## src/rtl/core/gnl_pkg.sv

```systemverilog
// Package for the grammar notation lexer: request structs, codes, phases.
// No dependencies.
package gnl_pkg;

	localparam int unsigned MAX_NEST_DEF = 255;
	localparam int unsigned LEN_BITS_DEF = 16;

	typedef enum logic [3:0] {
		MODE_ROOT = 4'b0001,
		MODE_RULE = 4'b0010,
		MODE_FUNC = 4'b0100,
		MODE_SPARE = 4'b1000
	} mode_t;

	typedef enum logic [9:0] {
		PH_IDLE = 10'b00_0000_0001,
		PH_HASH1 = 10'b00_0000_0010,
		PH_HASHID = 10'b00_0000_0100,
		PH_SLASH = 10'b00_0000_1000,
		PH_SQ = 10'b00_0001_0000,
		PH_DQ = 10'b00_0010_0000,
		PH_LINE = 10'b00_0100_0000,
		PH_BLOCK = 10'b00_1000_0000,
		PH_BSLASH = 10'b01_0000_0000,
		PH_BBRACE = 10'b10_0000_0000
	} phase_t;

	localparam logic [3:0] TK_HASHTAG = 4'd0;
	localparam logic [3:0] TK_SQSTR = 4'd1;
	localparam logic [3:0] TK_DQSTR = 4'd2;
	localparam logic [3:0] TK_COMMA = 4'd3;
	localparam logic [3:0] TK_SEMI = 4'd4;
	localparam logic [3:0] TK_BAR = 4'd5;
	localparam logic [3:0] TK_MINUS = 4'd6;
	localparam logic [3:0] TK_EQUALS = 4'd7;
	localparam logic [3:0] TK_PAREN = 4'd8;
	localparam logic [3:0] TK_CURLY = 4'd9;
	localparam logic [3:0] TK_SQUARE = 4'd10;
	localparam logic [3:0] TK_SPACE = 4'd11;
	localparam logic [3:0] TK_COMMENT = 4'd12;
	localparam logic [3:0] TK_CALLPAREN = 4'd13;

	localparam logic [2:0] ERR_NONE = 3'd0;
	localparam logic [2:0] ERR_BYTE = 3'd1;
	localparam logic [2:0] ERR_SQ = 3'd2;
	localparam logic [2:0] ERR_DQ = 3'd3;
	localparam logic [2:0] ERR_COMMENT = 3'd4;
	localparam logic [2:0] ERR_NEST = 3'd5;

	typedef struct packed {
		logic [7:0] source_byte;
		logic end_of_text;
	} in_req_t;

	typedef struct packed {
		logic [3:0] token_kind;
		logic [15:0] token_length;
		logic [2:0] error_code;
		logic last_of_run;
	} out_req_t;

	function automatic logic is_space(input logic [7:0] b);
		return b == 8'h20 || b == 8'h09 || b == 8'h0a || b == 8'h0d || b == 8'h0b
			|| b == 8'h0c;
	endfunction

	function automatic logic is_alpha(input logic [7:0] b);
		return (b >= 8'h61 && b <= 8'h7a) || (b >= 8'h41 && b <= 8'h5a);
	endfunction

	function automatic logic is_ident(input logic [7:0] b);
		return is_alpha(b) || (b >= 8'h30 && b <= 8'h39) || b == 8'h5f;
	endfunction

endpackage

```

## src/rtl/core/gnl_step.sv

```systemverilog
// Per-byte next-state and result logic of the grammar notation lexer.
// Depends on gnl_pkg.
module gnl_step #(
	parameter int unsigned MAX_NEST = gnl_pkg::MAX_NEST_DEF,
	parameter int unsigned LEN_BITS = gnl_pkg::LEN_BITS_DEF,
	localparam int unsigned DW = $clog2(MAX_NEST + 1)
) (
	input gnl_pkg::in_req_t req,
	input gnl_pkg::mode_t mode_q,
	input logic pend_q,
	input gnl_pkg::phase_t phase_q,
	input logic [DW-1:0] depth_q,
	input logic [LEN_BITS-1:0] len_q,
	input logic hold_q,
	output gnl_pkg::mode_t mode_d,
	output logic pend_d,
	output gnl_pkg::phase_t phase_d,
	output logic [DW-1:0] depth_d,
	output logic [LEN_BITS-1:0] len_d,
	output logic hold_d,
	output logic [1:0] n_out,
	output gnl_pkg::out_req_t res0,
	output gnl_pkg::out_req_t res1
);

	localparam int unsigned CW = (LEN_BITS > 16) ? 16 : LEN_BITS;
	localparam logic [LEN_BITS-1:0] CAP = LEN_BITS'({CW{1'b1}});
	localparam logic [DW-1:0] MAXD = DW'(MAX_NEST);

	gnl_pkg::out_req_t r [2];
	logic [7:0] b;
	logic eot;
	logic adj;
	logic do_start;
	logic [LEN_BITS-1:0] bumped;
	logic [1:0] n;
	gnl_pkg::mode_t m;

	function automatic gnl_pkg::out_req_t mk(input logic [3:0] k, input logic [15:0] l,
		input logic [2:0] e);
		gnl_pkg::out_req_t o;
		o.token_kind = k;
		o.token_length = l;
		o.error_code = e;
		o.last_of_run = 1'b0;
		return o;
	endfunction

	always_comb begin
		b = req.source_byte;
		eot = req.end_of_text;
		bumped = (len_q < CAP) ? len_q + 1'b1 : len_q;
		mode_d = mode_q;
		pend_d = pend_q;
		phase_d = phase_q;
		depth_d = depth_q;
		len_d = len_q;
		hold_d = hold_q;
		n = 2'd0;
		r[0] = mk(4'd0, 16'd0, gnl_pkg::ERR_NONE);
		r[1] = r[0];
		adj = 1'b0;
		do_start = 1'b0;
		m = mode_q;
		if (!hold_q) begin
			unique case (phase_q)
				gnl_pkg::PH_HASH1: begin
					if (gnl_pkg::is_alpha(b)) begin
						len_d = bumped;
						phase_d = gnl_pkg::PH_HASHID;
					end else begin
						r[0] = mk(4'd0, 16'd0, gnl_pkg::ERR_BYTE);
						n = 2'd1;
						hold_d = 1'b1;
					end
				end
				gnl_pkg::PH_HASHID: begin
					if (gnl_pkg::is_ident(b)) begin
						len_d = bumped;
					end else begin
						r[0] = mk(gnl_pkg::TK_HASHTAG, 16'(len_q), gnl_pkg::ERR_NONE);
						n = 2'd1;
						phase_d = gnl_pkg::PH_IDLE;
						len_d = '0;
						adj = 1'b1;
						do_start = 1'b1;
					end
				end
				gnl_pkg::PH_SLASH: begin
					if (b == 8'h2f) begin
						len_d = bumped;
						phase_d = gnl_pkg::PH_LINE;
					end else if (b == 8'h7b) begin
						len_d = bumped;
						depth_d = DW'(1);
						phase_d = gnl_pkg::PH_BLOCK;
					end else begin
						r[0] = mk(4'd0, 16'd0, gnl_pkg::ERR_BYTE);
						n = 2'd1;
						hold_d = 1'b1;
					end
				end
				gnl_pkg::PH_LINE: begin
					len_d = bumped;
					if (b == 8'h0a) begin
						r[0] = mk(gnl_pkg::TK_COMMENT, 16'(bumped), gnl_pkg::ERR_NONE);
						n = 2'd1;
						phase_d = gnl_pkg::PH_IDLE;
						len_d = '0;
					end
				end
				gnl_pkg::PH_SQ, gnl_pkg::PH_DQ: begin
					len_d = bumped;
					if (b == ((phase_q == gnl_pkg::PH_SQ) ? 8'h27 : 8'h22)) begin
						r[0] = mk((phase_q == gnl_pkg::PH_SQ) ? gnl_pkg::TK_SQSTR
							: gnl_pkg::TK_DQSTR, 16'(bumped), gnl_pkg::ERR_NONE);
						n = 2'd1;
						phase_d = gnl_pkg::PH_IDLE;
						len_d = '0;
					end
				end
				gnl_pkg::PH_BLOCK, gnl_pkg::PH_BSLASH, gnl_pkg::PH_BBRACE: begin
					len_d = bumped;
					if (phase_q == gnl_pkg::PH_BSLASH && b == 8'h7b) begin
						if (depth_q >= MAXD) begin
							r[0] = mk(4'd0, 16'd0, gnl_pkg::ERR_NEST);
							n = 2'd1;
							hold_d = 1'b1;
						end else begin
							depth_d = depth_q + 1'b1;
							phase_d = gnl_pkg::PH_BLOCK;
						end
					end else if (phase_q == gnl_pkg::PH_BBRACE && b == 8'h2f) begin
						if (depth_q <= DW'(1)) begin
							depth_d = '0;
							r[0] = mk(gnl_pkg::TK_COMMENT, 16'(bumped), gnl_pkg::ERR_NONE);
							n = 2'd1;
							phase_d = gnl_pkg::PH_IDLE;
							len_d = '0;
						end else begin
							depth_d = depth_q - 1'b1;
							phase_d = gnl_pkg::PH_BLOCK;
						end
					end else if (b == 8'h2f) begin
						phase_d = gnl_pkg::PH_BSLASH;
					end else if (b == 8'h7d) begin
						phase_d = gnl_pkg::PH_BBRACE;
					end else begin
						phase_d = gnl_pkg::PH_BLOCK;
					end
				end
				default: do_start = 1'b1;
			endcase

			// Start a new token from this byte.
			if (do_start) begin
				if (gnl_pkg::is_space(b) || b == 8'h2f) begin
					if (adj) pend_d = 1'b1;
				end else begin
					if (pend_q || adj) begin
						if (b == 8'h3d) m = gnl_pkg::MODE_RULE;
						else if (adj && b == 8'h28) m = gnl_pkg::MODE_FUNC;
					end
					pend_d = 1'b0;
				end
				mode_d = m;
				if (gnl_pkg::is_space(b)) begin
					r[n[0]] = mk(gnl_pkg::TK_SPACE, 16'd1, gnl_pkg::ERR_NONE);
					n = n + 1'b1;
					phase_d = gnl_pkg::PH_IDLE;
					len_d = '0;
				end else if (b == 8'h2f || b == 8'h23) begin
					phase_d = (b == 8'h2f) ? gnl_pkg::PH_SLASH : gnl_pkg::PH_HASH1;
					len_d = LEN_BITS'(1);
				end else if (m == gnl_pkg::MODE_RULE && (b == 8'h27 || b == 8'h22)) begin
					phase_d = (b == 8'h27) ? gnl_pkg::PH_SQ : gnl_pkg::PH_DQ;
					len_d = LEN_BITS'(1);
				end else begin
					logic [3:0] k;
					logic ok;
					ok = 1'b1;
					k = gnl_pkg::TK_SPACE;
					if (m == gnl_pkg::MODE_RULE) begin
						unique case (b)
							8'h2c: k = gnl_pkg::TK_COMMA;
							8'h3b: k = gnl_pkg::TK_SEMI;
							8'h7c: k = gnl_pkg::TK_BAR;
							8'h2d: k = gnl_pkg::TK_MINUS;
							8'h3d: k = gnl_pkg::TK_EQUALS;
							8'h28, 8'h29: k = gnl_pkg::TK_PAREN;
							8'h7b, 8'h7d: k = gnl_pkg::TK_CURLY;
							8'h5b, 8'h5d: k = gnl_pkg::TK_SQUARE;
							default: ok = 1'b0;
						endcase
						if (b == 8'h3b) mode_d = gnl_pkg::MODE_ROOT;
					end else if (m == gnl_pkg::MODE_FUNC && (b == 8'h28 || b == 8'h29)) begin
						k = gnl_pkg::TK_CALLPAREN;
					end else begin
						ok = 1'b0;
					end
					r[n[0]] = ok ? mk(k, 16'd1, gnl_pkg::ERR_NONE)
						: mk(4'd0, 16'd0, gnl_pkg::ERR_BYTE);
					n = n + 1'b1;
					phase_d = gnl_pkg::PH_IDLE;
					len_d = '0;
					if (!ok) hold_d = 1'b1;
				end
			end

			// End of text closes or faults whatever is still open.
			if (eot && !hold_d) begin
				unique case (phase_d)
					gnl_pkg::PH_HASH1, gnl_pkg::PH_SLASH: begin
						r[n[0]] = mk(4'd0, 16'd0, gnl_pkg::ERR_BYTE); n = n + 1'b1;
					end
					gnl_pkg::PH_HASHID: begin
						r[n[0]] = mk(gnl_pkg::TK_HASHTAG, 16'(len_d), gnl_pkg::ERR_NONE);
						n = n + 1'b1;
					end
					gnl_pkg::PH_LINE: begin
						r[n[0]] = mk(gnl_pkg::TK_COMMENT, 16'(len_d), gnl_pkg::ERR_NONE);
						n = n + 1'b1;
					end
					gnl_pkg::PH_SQ: begin
						r[n[0]] = mk(4'd0, 16'd0, gnl_pkg::ERR_SQ); n = n + 1'b1;
					end
					gnl_pkg::PH_DQ: begin
						r[n[0]] = mk(4'd0, 16'd0, gnl_pkg::ERR_DQ); n = n + 1'b1;
					end
					gnl_pkg::PH_BLOCK, gnl_pkg::PH_BSLASH, gnl_pkg::PH_BBRACE: begin
						r[n[0]] = mk(4'd0, 16'd0, gnl_pkg::ERR_COMMENT); n = n + 1'b1;
					end
					default: ;
				endcase
			end
		end
		if (eot) begin
			mode_d = gnl_pkg::MODE_ROOT;
			pend_d = 1'b0;
			phase_d = gnl_pkg::PH_IDLE;
			depth_d = '0;
			len_d = '0;
			hold_d = 1'b0;
		end
		if (n == 2'd1) r[0].last_of_run = 1'b1;
		if (n == 2'd2) r[1].last_of_run = 1'b1;
		n_out = n;
		res0 = r[0];
		res1 = r[1];
	end

endmodule

```

## src/rtl/core/grammar_notation_lexer_top.sv

```systemverilog
// Top level of the grammar notation lexer: state registers and output queue.
// Depends on gnl_pkg and gnl_step.
//
// Usage: one source byte enters per request on the input channel
// (in_valid / in_stall, payload in_data with source_byte and end_of_text).
// Each byte yields zero, one or two result requests on the output channel
// (out_valid / out_stall, payload out_data with token_kind, token_length,
// error_code and last_of_run); last_of_run marks the final result of a byte.
// Lexer state updates in the cycle a byte is accepted; its results are
// written into a four-entry output queue, from whose head out_data is read.
// Throughput is one byte per cycle while the queue has room for two more
// results; the queue drain rate of one result per cycle while out_stall is
// low sets the limit when bytes produce two results back to back.
// in_stall rises when fewer than two queue slots are free, so a stalled
// receiver backs up into the sender without any loss.
// Reset clears all lexer state to root mode and empties the queue; no
// clearing pass is needed. After an end_of_text byte the lexer returns to
// its reset state by itself. After an error, bytes are dropped silently up
// to and including the end_of_text byte.
module grammar_notation_lexer_top #(
	parameter int unsigned MAX_NEST = gnl_pkg::MAX_NEST_DEF,
	parameter int unsigned LEN_BITS = gnl_pkg::LEN_BITS_DEF
) (
	input logic clk,
	input logic arst_n,
	input logic in_valid,
	output logic in_stall,
	input gnl_pkg::in_req_t in_data,
	output logic out_valid,
	input logic out_stall,
	output gnl_pkg::out_req_t out_data
);

	localparam int unsigned DW = $clog2(MAX_NEST + 1);

	gnl_pkg::mode_t mode_q, mode_d;
	gnl_pkg::phase_t phase_q, phase_d;
	logic pend_q, pend_d, hold_q, hold_d;
	logic [DW-1:0] depth_q, depth_d;
	logic [LEN_BITS-1:0] len_q, len_d;
	logic [1:0] n_out;
	gnl_pkg::out_req_t res0, res1;

	// Output queue: four entries, read pointer, write pointer, fill count.
	gnl_pkg::out_req_t fifo_q [4];
	logic [1:0] rd_q, wr_q;
	logic [2:0] cnt_q;
	logic in_fire, out_fire;
	logic [1:0] push;

	gnl_step #(.MAX_NEST(MAX_NEST), .LEN_BITS(LEN_BITS)) u_step (
		.req(in_data), .mode_q(mode_q), .pend_q(pend_q), .phase_q(phase_q),
		.depth_q(depth_q), .len_q(len_q), .hold_q(hold_q),
		.mode_d(mode_d), .pend_d(pend_d), .phase_d(phase_d), .depth_d(depth_d),
		.len_d(len_d), .hold_d(hold_d), .n_out(n_out), .res0(res0), .res1(res1)
	);

	assign in_stall = cnt_q > 3'd2;
	assign in_fire = in_valid && !in_stall;
	assign out_valid = cnt_q != 3'd0;
	assign out_fire = out_valid && !out_stall;
	assign out_data = fifo_q[rd_q];
	assign push = in_fire ? n_out : 2'd0;

	always_ff @(posedge clk or negedge arst_n) begin
		if (!arst_n) begin
			mode_q <= gnl_pkg::MODE_ROOT;
			phase_q <= gnl_pkg::PH_IDLE;
			pend_q <= 1'b0;
			hold_q <= 1'b0;
			depth_q <= '0;
			len_q <= '0;
			rd_q <= '0;
			wr_q <= '0;
			cnt_q <= '0;
		end else begin
			if (in_fire) begin
				mode_q <= mode_d;
				phase_q <= phase_d;
				pend_q <= pend_d;
				hold_q <= hold_d;
				depth_q <= depth_d;
				len_q <= len_d;
			end
			wr_q <= wr_q + push;
			if (out_fire) rd_q <= rd_q + 1'b1;
			cnt_q <= cnt_q + {1'b0, push} - {2'b00, out_fire};
		end
	end

	always_ff @(posedge clk) begin
		if (push != 2'd0) fifo_q[wr_q] <= res0;
		if (push == 2'd2) fifo_q[wr_q + 1'b1] <= res1;
	end

`ifndef SYNTHESIS
	a_cnt_max: assert property (@(posedge clk) disable iff (!arst_n) cnt_q <= 3'd4)
		else $error("output queue overflow");
	a_err_single: assert property (@(posedge clk) disable iff (!arst_n)
		(in_fire && n_out == 2'd2) |-> res1.last_of_run && !res0.last_of_run)
		else $error("last_of_run misplaced");
	a_hold_quiet: assert property (@(posedge clk) disable iff (!arst_n)
		(in_fire && hold_q) |-> n_out == 2'd0)
		else $error("result while discarding");
	a_depth: assert property (@(posedge clk) disable iff (!arst_n)
		(phase_q == gnl_pkg::PH_IDLE) |-> depth_q == '0)
		else $error("comment depth left open");
`endif

endmodule

```

## config.mk

```make
export PLATFORM = sky130hd
export DESIGN_NAME = grammar_notation_lexer_top
export DESIGN_NICKNAME = d
export VERILOG_FILES = /design/src/rtl/core/gnl_pkg.sv /design/src/rtl/core/gnl_step.sv /design/src/rtl/core/grammar_notation_lexer_top.sv
export SDC_FILE = /design/constraint.sdc
export NUM_CORES = 1
export LEC_CHECK = 0
export ABC_CLOCK_PERIOD_IN_PS = 7300
export BUFFER_PORTS_ARGS = -buffer_cell sky130_fd_sc_hd__buf_2
export CAP_MARGIN = 30
export CORE_ASPECT_RATIO = 0.8
export CORE_MARGIN = 2
export CORE_UTILIZATION = 55
export CTS_BUF_LIST = sky130_fd_sc_hd__clkbuf_16
export CTS_CLUSTER_SIZE = 16
export DETAILED_ROUTE_END_ITERATION = 8
export PLACE_DENSITY = 0.79
export SYNTH_ARGS = -nofsm -noshare
export SYNTH_HDL_FRONTEND = slang
export SYNTH_SLANG_ARGS = --single-unit
```

## constraint.sdc

```tcl
create_clock -name clk -period 7.3 [get_ports clk]
set_input_delay 0.365 -clock clk [delete_from_list [all_inputs] [get_ports clk]]
set_output_delay 0.365 -clock clk [all_outputs]
set_load 0.02 [all_outputs]
```

## Word-level counts from Yosys, hierarchy flattened

Memories as Yosys holds them, arrays and structs flattened.
Index checks and enable logic that the tools add are counted.

| cells by class | value |
|---|---|
| $add $sub $neg | 10 |
| magnitude comparators | 14 |
| equal/unequal tests | 52 |
| muxes and demuxes | 160 |
| bitwise logic cells | 17 |
| reductions and logical operators | 47 |

Operators by type and width:

| kind | count |
|---|---|
| $mux W48 | 7 |
| $pmux W48 S6 | 1 |
| $mux W16 | 16 |
| $mux W24 | 10 |
| $mux W10 | 18 |
| $bwmux W48 | 3 |
| $pmux W24 S6 | 1 |
| $and A46 B46 Y46 | 3 |
| $not A46 Y46 | 3 |
| $pmux W16 S6 | 1 |
| $eq A8 B6 Y1 const B | 11 |
| $mux W4 | 22 |
| $mux W8 | 9 |
| $pmux W10 S6 | 1 |
| $demux W24 S1 | 2 |
| $eq A8 B7 Y1 const B | 6 |
| $and A44 B44 Y44 | 1 |
| $mux W1 | 44 |
| $not A44 Y44 | 1 |
| $and A40 B40 Y40 | 1 |
| $eq A8 B4 Y1 const B | 5 |
| $not A40 Y40 | 1 |
| $mux W2 | 16 |
| $pmux W4 S8 | 1 |
| other kinds (61) | 116 |

| word-level totals | value |
|---|---|
| register bits after elaboration | 47 |
| bits in writable memories | 96 |
| input bits | 13 |
| output and inout port bits | 26 |
| memories | 1 |

Memories:

| name | depth | bits a word | rd ports | clocked after Yosys merged registers in | write ports | line | text |
|---|---|---|---|---|---|---|---|
| fifo_q | 4 | 24 | 1 | 0 | 2 | grammar_notation_lexer_top.sv:45 | `gnl_pkg::out_req_t fifo_q [4];` |

## Logic depth before layout (Yosys ltp)

Gate-level depths: netlist of run 1.

| depth | value |
|---|---|
| depth in word-level cells | 38 |
| mapped depth | 23 |

## By module

A second synthesis of run 1 with hierarchy kept.

| second synthesis, totals | value |
|---|---|
| cell total of the unflattened synthesis | 1,043 |
| area, all modules | 10,503.8 um^2 |

Modules (own cells, without submodules):

| module | instances | cells each | area each (um^2) | sequential area each (um^2) |
|---|---|---|---|---|
| grammar_notation_lexer_top | 1 | 370 | 6,702.7 | 4,061.4 |
| gnl_step | 1 | 673 | 3,801.1 | 0.0 |

## Worst setup path after synthesis of run 1

Ideal clock, no wire load.

| path | value |
|---|---|
| kind | reg2reg |
| from | register phase_q[9] |
| to | memory fifo_q[2][0] (netlist bit) (enable) |
| library setup time | 0.438 ns |
| arrival time | 4.925 ns |
| required time | 6.862 ns |
| setup slack | 1.936 ns |
| stages on the path, launching flop included | 17 |
| clock period less this slack | 5.364 ns |
| path through | dfrtp_1 buf_6 or3_1 buf_4 nor4_4 o211ai_4 o221ai_4 nand3_1 ha_1 nand3_1 o21ai_0 o31a_1 or2_1 buf_2 nand2_1 nor2_1 o21ai_0 |

RTL lines:

| item | line | text |
|---|---|---|
| from (decl) | grammar_notation_lexer_top.sv:37 | `gnl_pkg::phase_t phase_q, phase_d;` |
| from (signal assigned) | grammar_notation_lexer_top.sv:68 | `phase_q <= gnl_pkg::PH_IDLE;` |
| from (signal assigned) | grammar_notation_lexer_top.sv:79 | `phase_q <= phase_d;` |
| to (decl) | grammar_notation_lexer_top.sv:45 |  |

## Worst setup path after layout of run 1

| path | value |
|---|---|
| from | register phase_q[9] |
| to | register cnt_q[2] |

| on the way | value |
|---|---|
| cells in the longest elaborated chain, start to end | 32 |
| elaborated cells on any way between the ends | 92 |

RTL lines:

| item | line | text |
|---|---|---|
| $eq A10 B3 Y1 | gnl_step.sv:66 | `unique case (phase_q)` |
| $mux W1 | gnl_step.sv:66 |  |
| $mux W1 | gnl_step.sv:65 | `if (!hold_q) begin` |
| $logic_and A1 B1 Y1 | gnl_step.sv:162 | `else if (adj && b == 8'h28) m = gnl_pkg::MODE_FUNC;` |
| $mux W4 | gnl_step.sv:162 |  |
| $mux W4 | gnl_step.sv:161 | `if (b == 8'h3d) m = gnl_pkg::MODE_RULE;` |
| $mux W4 | gnl_step.sv:160 | `if (pend_q \|\| adj) begin` |
| $mux W4 | gnl_step.sv:157 | `if (gnl_pkg::is_space(b) \|\| b == 8'h2f) begin` |
| [... 16 more ...] | - |  |
| $mux W1 | gnl_step.sv:65 |  |
| $logic_not A1 Y1 | gnl_step.sv:211 | `if (eot && !hold_d) begin` |
| $logic_and A1 B1 Y1 | gnl_step.sv:211 |  |
| $mux W2 * | gnl_step.sv:211 |  |
| $mux W2 * | gnl_step.sv:65 |  |
| $mux W2 * | grammar_notation_lexer_top.sv:63 | `assign push = in_fire ? n_out : 2'd0;` |
| $add A3 B2 Y3 * | grammar_notation_lexer_top.sv:87 | `cnt_q <= cnt_q + {1'b0, push} - {2'b00, out_fire};` |
| $sub A3 B1 Y3 * | grammar_notation_lexer_top.sv:87 |  |
| to (signal assigned) | grammar_notation_lexer_top.sv:87 |  |
| to (decl) | grammar_notation_lexer_top.sv:47 | `logic [2:0] cnt_q;` |

Mark *: on every way between the ends. The rest lies on a longest branch, timed or not. The select of a mux whose other input is x is not followed.
A chain may end at the register's enable or synchronous reset.

==> out/metrics.yaml, run 1 <==
cts_buffers: 17
fill_cells: 1343
synthCells: 954
ir_drop_v: 0.000301
fin_util_pct: 61.3
cts_root_buf: "clkbuf_16"
routed_via_density: 6.70
placed_area_um2: 9440
wl_met1_um: 10400
post-route-min-period_ps: 5160
outcome: "complete, no violations"
cp_data_arrival_time_ps: 5480
drive_gt1_share_pct: 14.9
syn_area_um2: 9110
max-cap-violations: 0
routed_wl_um: 24700
first_pass_iters: 6
clock_latency_ps: 430
clock-sinks: 143
p_leak_nw: 3.66
finalPower_mw: 2.46
die_x_um: 148
core_area_um2: 16400
cp-start-kind: "register"
hold_class: "primary input to async pin"
grt_setup_unrepaired: "false"
fmax_ghz: 0.194
post_cts_buffers: 0
cp.required_ps: 7620
slew_violations: 0
async_reset_ff_share_pct: 32.9
remaining_drc_errors: 0
synth_edf_count: 96
ys_seq_elements: 143
syn-num-nets: 977
dpl.hpwl_um: 16900
holdWs_ps: 48.6
antenna_left: 0
numPortBuffers: 38
vias: 8029
htreeDepth: 4
maxSlewHeadroom_pct: 29.5
final_cell_mix: "nor2_1, edfxtp_1, o21ai_0"
rows: 42
areaGrowthSynthToFinish_pct: 10.2
nNetsFinal: 989
crit_type: "register to register"
clkTransAtPathRegs_ps: 70
wl_met2_um: 11100
cts_hold_buf: 0
finalSetupTns_ps: 0
initialDrtViolationCount: 1086
cts_buffer_depth: 2
multi_input_area_um2: 4730
finalInstanceArea_um2: 10000
initial_core_util_pct: 55.6
synth_cell_types: 88
final_common_cell: "nor2_1"
tritoncts: "done"
grt_use_total_pct: 29.2
hold_viol_final: 0
top_layer: "met5"
place_congestion: 0.969
grt_max_degree: 48
worst_pin_slew_ps: 1040
skew_ps: 12.9
seq_area_um2: 4060
die-area_um2: 17600
met3WireLength_um: 2410
antenna_found_initial: 1
period_share_pct: 70.7
avgRoutedWirePerCell_um: 20.6
cp_max_fo: 16
grt_pass1_wl_um: 40300
post_cts_resized: 0
io_pins: 39
setup_viol: 0
synth.avg_cell_area_um2: 9.55
cellPowerDensity_nw_per_um2: 245
die_y_um: 119
cp-end-kind: "register"
seq_area_frac_synth_pct: 44.6
antennaDiodeCount: 0
yosysWarningCount: 0
grt-ovfl-total: 0
grt_pass1_vias: 7607
synth-main-ff-cell: "edfxtp_1"
state kept, by name, summed over array words and instances (netlist names):
name	count
pend_q	1
len_q	16
phase_q	10
hold_q	1
depth_q	8
rd_q	2
cnt_q	3
mode_q	4
wr_q	2
fifo_q	96
power by group:
part	internal [mW]	switching, mW
clock	0.516	0.382
combinational	0.225	0.368
sequential	0.924	0.0426
synth_stat cells (all sizes together), types with 5 or more instances:
| library cell | number | area [um^2] |
|---|---|---|
| o31ai | 14 | 105 |
| xor2 | 5 | 43.8 |
| or2 | 7 | 43.8 |
| nor3 | 30 | 150 |
| o22ai | 6 | 37.5 |
| a211oi | 5 | 42.5 |
| o21ai | 104 | 524 |
| dfrtp | 45 | 1130 |
| and2 | 8 | 50.1 |
| nand2 | 83 | 312 |
| o21bai | 6 | 60.1 |
| mux2i | 5 | 50.1 |
| a21o | 6 | 45.0 |
| nand2b | 10 | 62.6 |
| nand3 | 33 | 170 |
| a22oi | 11 | 82.6 |
| a31oi | 13 | 87.6 |
| o21a | 6 | 45.0 |
| nor4 | 12 | 105 |
| inv | 20 | 75.1 |
| clkbuf | 42 | 158 |
| nor2 | 130 | 526 |
| ha | 9 | 113 |
| a22o | 12 | 105 |
| o211ai | 6 | 58.8 |
| xnor2 | 6 | 52.6 |
| nor3b | 6 | 45.0 |
| edfxtp | 96 | 2880 |
| or4 | 7 | 52.6 |
| buf | 18 | 104 |
| or3 | 14 | 92.6 |
| nand4b | 5 | 43.8 |
| nand4 | 12 | 75.1 |
| o22a | 10 | 88.8 |
| and3 | 10 | 62.6 |
| mux4 | 24 | 541 |
| a21oi | 59 | 295 |
worst max-delay path: stages, from the launching register on:
cell and delay [ps]:
dfrtp_1 470, or3_1 560, nor4_4 540, o211ai_4 320, o221ai_4 330, nand3_1 130, ha_1 320, nand3_1 60
o21ai_0 120, o31a_1 350, or2_1 300, and2_1 180, nor2_1 140, inv_1 70, ha_1 270, inv_1 60
ha_1 120, inv_1 40, fa_1 360, xor2_1 160, xnor2_1 120
through the flow:
stage,std cells,setup WS [ps]
global route,1199,1860
floorplan,954,1940
detailed placement,1166,2040
global placement,1165,2100
finish,1199,2140
CTS,1198,2200
path summary, 6_finish.rpt:
path	start	slack [ps]	cells after the start	to
setup reg to reg	phase_q[9]	2140	20	cnt_q[2]
hold / removal	arst_n	50	2	rd_q[1]
min in group clk	out_stall	260	3	rd_q[0]
hold reg to reg	rd_q[1]	470	1	rd_q[1]
setup / recovery	phase_q[9]	2140	20	cnt_q[2]
max in group asynchronous	arst_n	6810	2	len_q[11]
routing by layer:
layer / GRT usage (%) / vias up
met2: 44.0 / 492
met5: 0 / -
met4: 10.6 / 2
met1: 41.6 / 3819
met3: 6.70 / 69
li1: - / 3647
cell families after synthesis:
group	share of synthesized area (%)
AO/OA/AOI/OAI	20.9
flip-flops	44.6
XOR/XNOR	1.06
buffers and inverters	3.74
AND/OR/NAND/NOR	21.8
adder cells (fa/ha/maj)	1.46
multiplexers	6.48
area by class of cell:
cell class	count	share of cell area, %
Tap cell	220	2.74
Inverter	21	0.785
Timing Repair Buffer	53	2.99
Sequential cell	143	40.4
Clock inverter	15	1.74
Clock buffer	17	4.24
Multi-Input combinational cell	730	47.1
No activity file was read; power rests on OpenSTA's default activity.
==> inputs of run 2 (changes only) <==
--- a/config.mk
+++ b/config.mk
@@ -5,7 +5,7 @@
 export SDC_FILE = /design/constraint.sdc
 export NUM_CORES = 1
 export LEC_CHECK = 0
-export ABC_CLOCK_PERIOD_IN_PS = 7300
+export ABC_CLOCK_PERIOD_IN_PS = 4500
 export BUFFER_PORTS_ARGS = -buffer_cell sky130_fd_sc_hd__buf_2
 export CAP_MARGIN = 30
 export CORE_ASPECT_RATIO = 0.8
@@ -14,7 +14,7 @@
 export CTS_BUF_LIST = sky130_fd_sc_hd__clkbuf_16
 export CTS_CLUSTER_SIZE = 16
 export DETAILED_ROUTE_END_ITERATION = 8
-export PLACE_DENSITY = 0.79
+export PLACE_DENSITY = 0.82
 export SYNTH_ARGS = -nofsm -noshare
 export SYNTH_HDL_FRONTEND = slang
 export SYNTH_SLANG_ARGS = --single-unit
==> constraint.sdc (replaced) <==
create_clock -name clk -period 4.5 [get_ports clk]
set_input_delay 0.225 -clock clk [delete_from_list [all_inputs] [get_ports clk]]
set_output_delay 0.225 -clock clk [all_outputs]
set_load 0.02 [all_outputs]
==> run 2 against run 1 <==
Net effect: combinational power increased by 56%; utilization is 3.1 points higher; die area unchanged; design area rose by 5.0%; cell count rose by 4.6%; clock skew shrank 3.4 ps; power increased by 61%; worst hold slack improved by 82 ps; global-route usage rose by 1.1 points.
==> out/metrics.yaml, run 2 (synthesized netlist as in run 1, its figures left out) <==
clock-sinks: 143  # unchanged
ir_drop_v: 0.000567  # +88%
htreeDepth: 4  # unchanged
grt-ovfl-total: 0  # unchanged
grt_pass1_wl_um: 41300  # +2.6%
slew_violations: 0  # unchanged
die_x_um: 148  # unchanged
clock_latency_ps: 430  # about the same
hold_viol_final: 0  # unchanged
dpl.hpwl_um: 18200  # +7.5%
crit_type: "register to register"
skew_ps: 9.48  # -3.38 ps
antenna_found_initial: 0  # -1
core_area_um2: 16400  # unchanged
final_common_cell: "nor2_1"
finalPower_mw: 3.96  # +61%
remaining_drc_errors: 0  # unchanged
antenna_left: 0  # unchanged
initial_core_util_pct: 55.6  # unchanged
grt_use_total_pct: 30.2  # +1.1 points
outcome: "complete, no violations"
largest_register_ffs: 96  # unchanged
nNetsFinal: 1044  # +5.6%
first_pass_iters: 7  # +1
final_cell_mix: "nor2_1, edfxtp_1, o21ai_0"
antennaDiodeCount: 0  # unchanged
die_y_um: 119  # unchanged
hold_class: "primary input to register"
max-cap-violations: 0  # unchanged
cellPowerDensity_nw_per_um2: 376  # +54%
grt_max_degree: 48  # unchanged
cts_buffer_depth: 2  # unchanged
clkTransAtPathRegs_ps: 60  # about the same
drive_gt1_share_pct: 20.9  # +6.0 points
cp_data_arrival_time_ps: 4620  # -860 ps
fin_cells: 1254  # +4.6%
areaGrowthSynthToFinish_pct: 15.8
worst_pin_slew_ps: 956  # -88.2 ps
grt_pass1_vias: 7723  # +1.5%
top_register: "fifo_q"
cp-end-kind: "register"
p_leak_nw: 3.92  # +7.3%
numPortBuffers: 38  # unchanged
maxSlewHeadroom_pct: 35.4  # +6.0 points
initialDrtViolationCount: 1143  # +5.2%
finalSetupTns_ps: 0  # unchanged
fmax_ghz: 0.232  # +20%
routed_wl_um: 26300  # +6.6%
cp-start-kind: "register"
place_congestion: 0.977  # +0.78%
die-area_um2: 17600  # unchanged
tritoncts: "done"
cts_root_buf: "clkbuf_16"
vias: 8342  # +3.9%
cp_max_fo: 5  # -11
rows: 42  # unchanged
routed_via_density: 6.65  # -0.66%
finalInstanceArea_um2: 10500  # +5.0%
avgRoutedWirePerCell_um: 21.0  # +1.9%
cts_buffers: 17  # unchanged
setup_viol: 0  # unchanged
cp.required_ps: 4810  # -2810 ps
dp_cells: 1215  # +4.2%
placed_area_um2: 9860  # +4.5%
post-route-min-period_ps: 4310  # -854 ps
top_regs: "fifo_q x96, len_q x16, phase_q x10"
io_pins: 39  # unchanged
period_share_pct: 95.7  # +25 points
-- run 2: timing repair --
item | 4_1_cts | 5_1_grt
pin swaps | 0 | 8
setup endpoints to repair | 1 | 79
resized for setup | 1 | 12
buffers inserted | 0 | 6
hold buffers | 1 | 0
endpoints found under the hold margin | 45 | 0
-- run 2: worst paths after layout --
path	start	endpoint	slack, ps	cells after the start
min reg2reg	phase_q[0]	phase_q[0]	510	2
max in group asynchronous	arst_n	rd_q[0]	3560	3
min	out_stall	rd_q[0]	130	3
max	phase_q[6]	cnt_q[2]	190	21
min in group asynchronous	arst_n	depth_q[3]	450	3
max reg2reg	phase_q[6]	cnt_q[2]	190	21
-- run 2: report_power, final --
group	total, mW	leakage [nW]	internal [mW]	switching (mW)
clock network	1.38	0.284	0.780	0.603
registers	1.65	1.53	1.50	0.156
logic	0.926	2.11	0.384	0.542
total	3.96	3.92	2.66	1.30
-- run 2: through the flow --
stage               setup WS, ps  util, %  hold slack, ps
floorplan                   5.77        -           -70.6
global placement             110     60.1             378
detailed placement         0.934     60.1             383
CTS                         54.5     63.8             119
global route               -10.3     64.3             137
finish                       193     64.3             130
-- run 2: cell type report --
type / instances / area (um^2)
fill: 1264 / 5850
clock inverter: 15 / 153
tap: 220 / 275
timing repair buffer: 108 / 743
inverter: 21 / 78.8
clock buffer: 17 / 425
sequential: 143 / 4070
multi-input combinational: 730 / 4800
-- run 2: worst max-delay path: stages, from the launching register on --
cell and delay (ps):
dfrtp_1 380, or3_4 430, nor4_4 280, buf_4 190, a21o_1 170, a22o_2 210
nand3_1 80, ha_1 290, nand3_1 70, o21ai_1 90, o31a_1 270, or2_1 230
and2_1 170, nor2_2 120, inv_1 60, ha_1 270, inv_1 60, ha_1 130
inv_1 50, fa_2 340, xor2_2 160, xnor2_1 130
-- run 2: routing by layer --
metal	GRT usage (%)	vias to the layer above	part of all wire, %
li1	-	3750	-
met1	42.1	3985	41
met2	46.2	523	46
met3	7.36	84	9.8
met4	11.6	0	3.2
met5	0	-	0
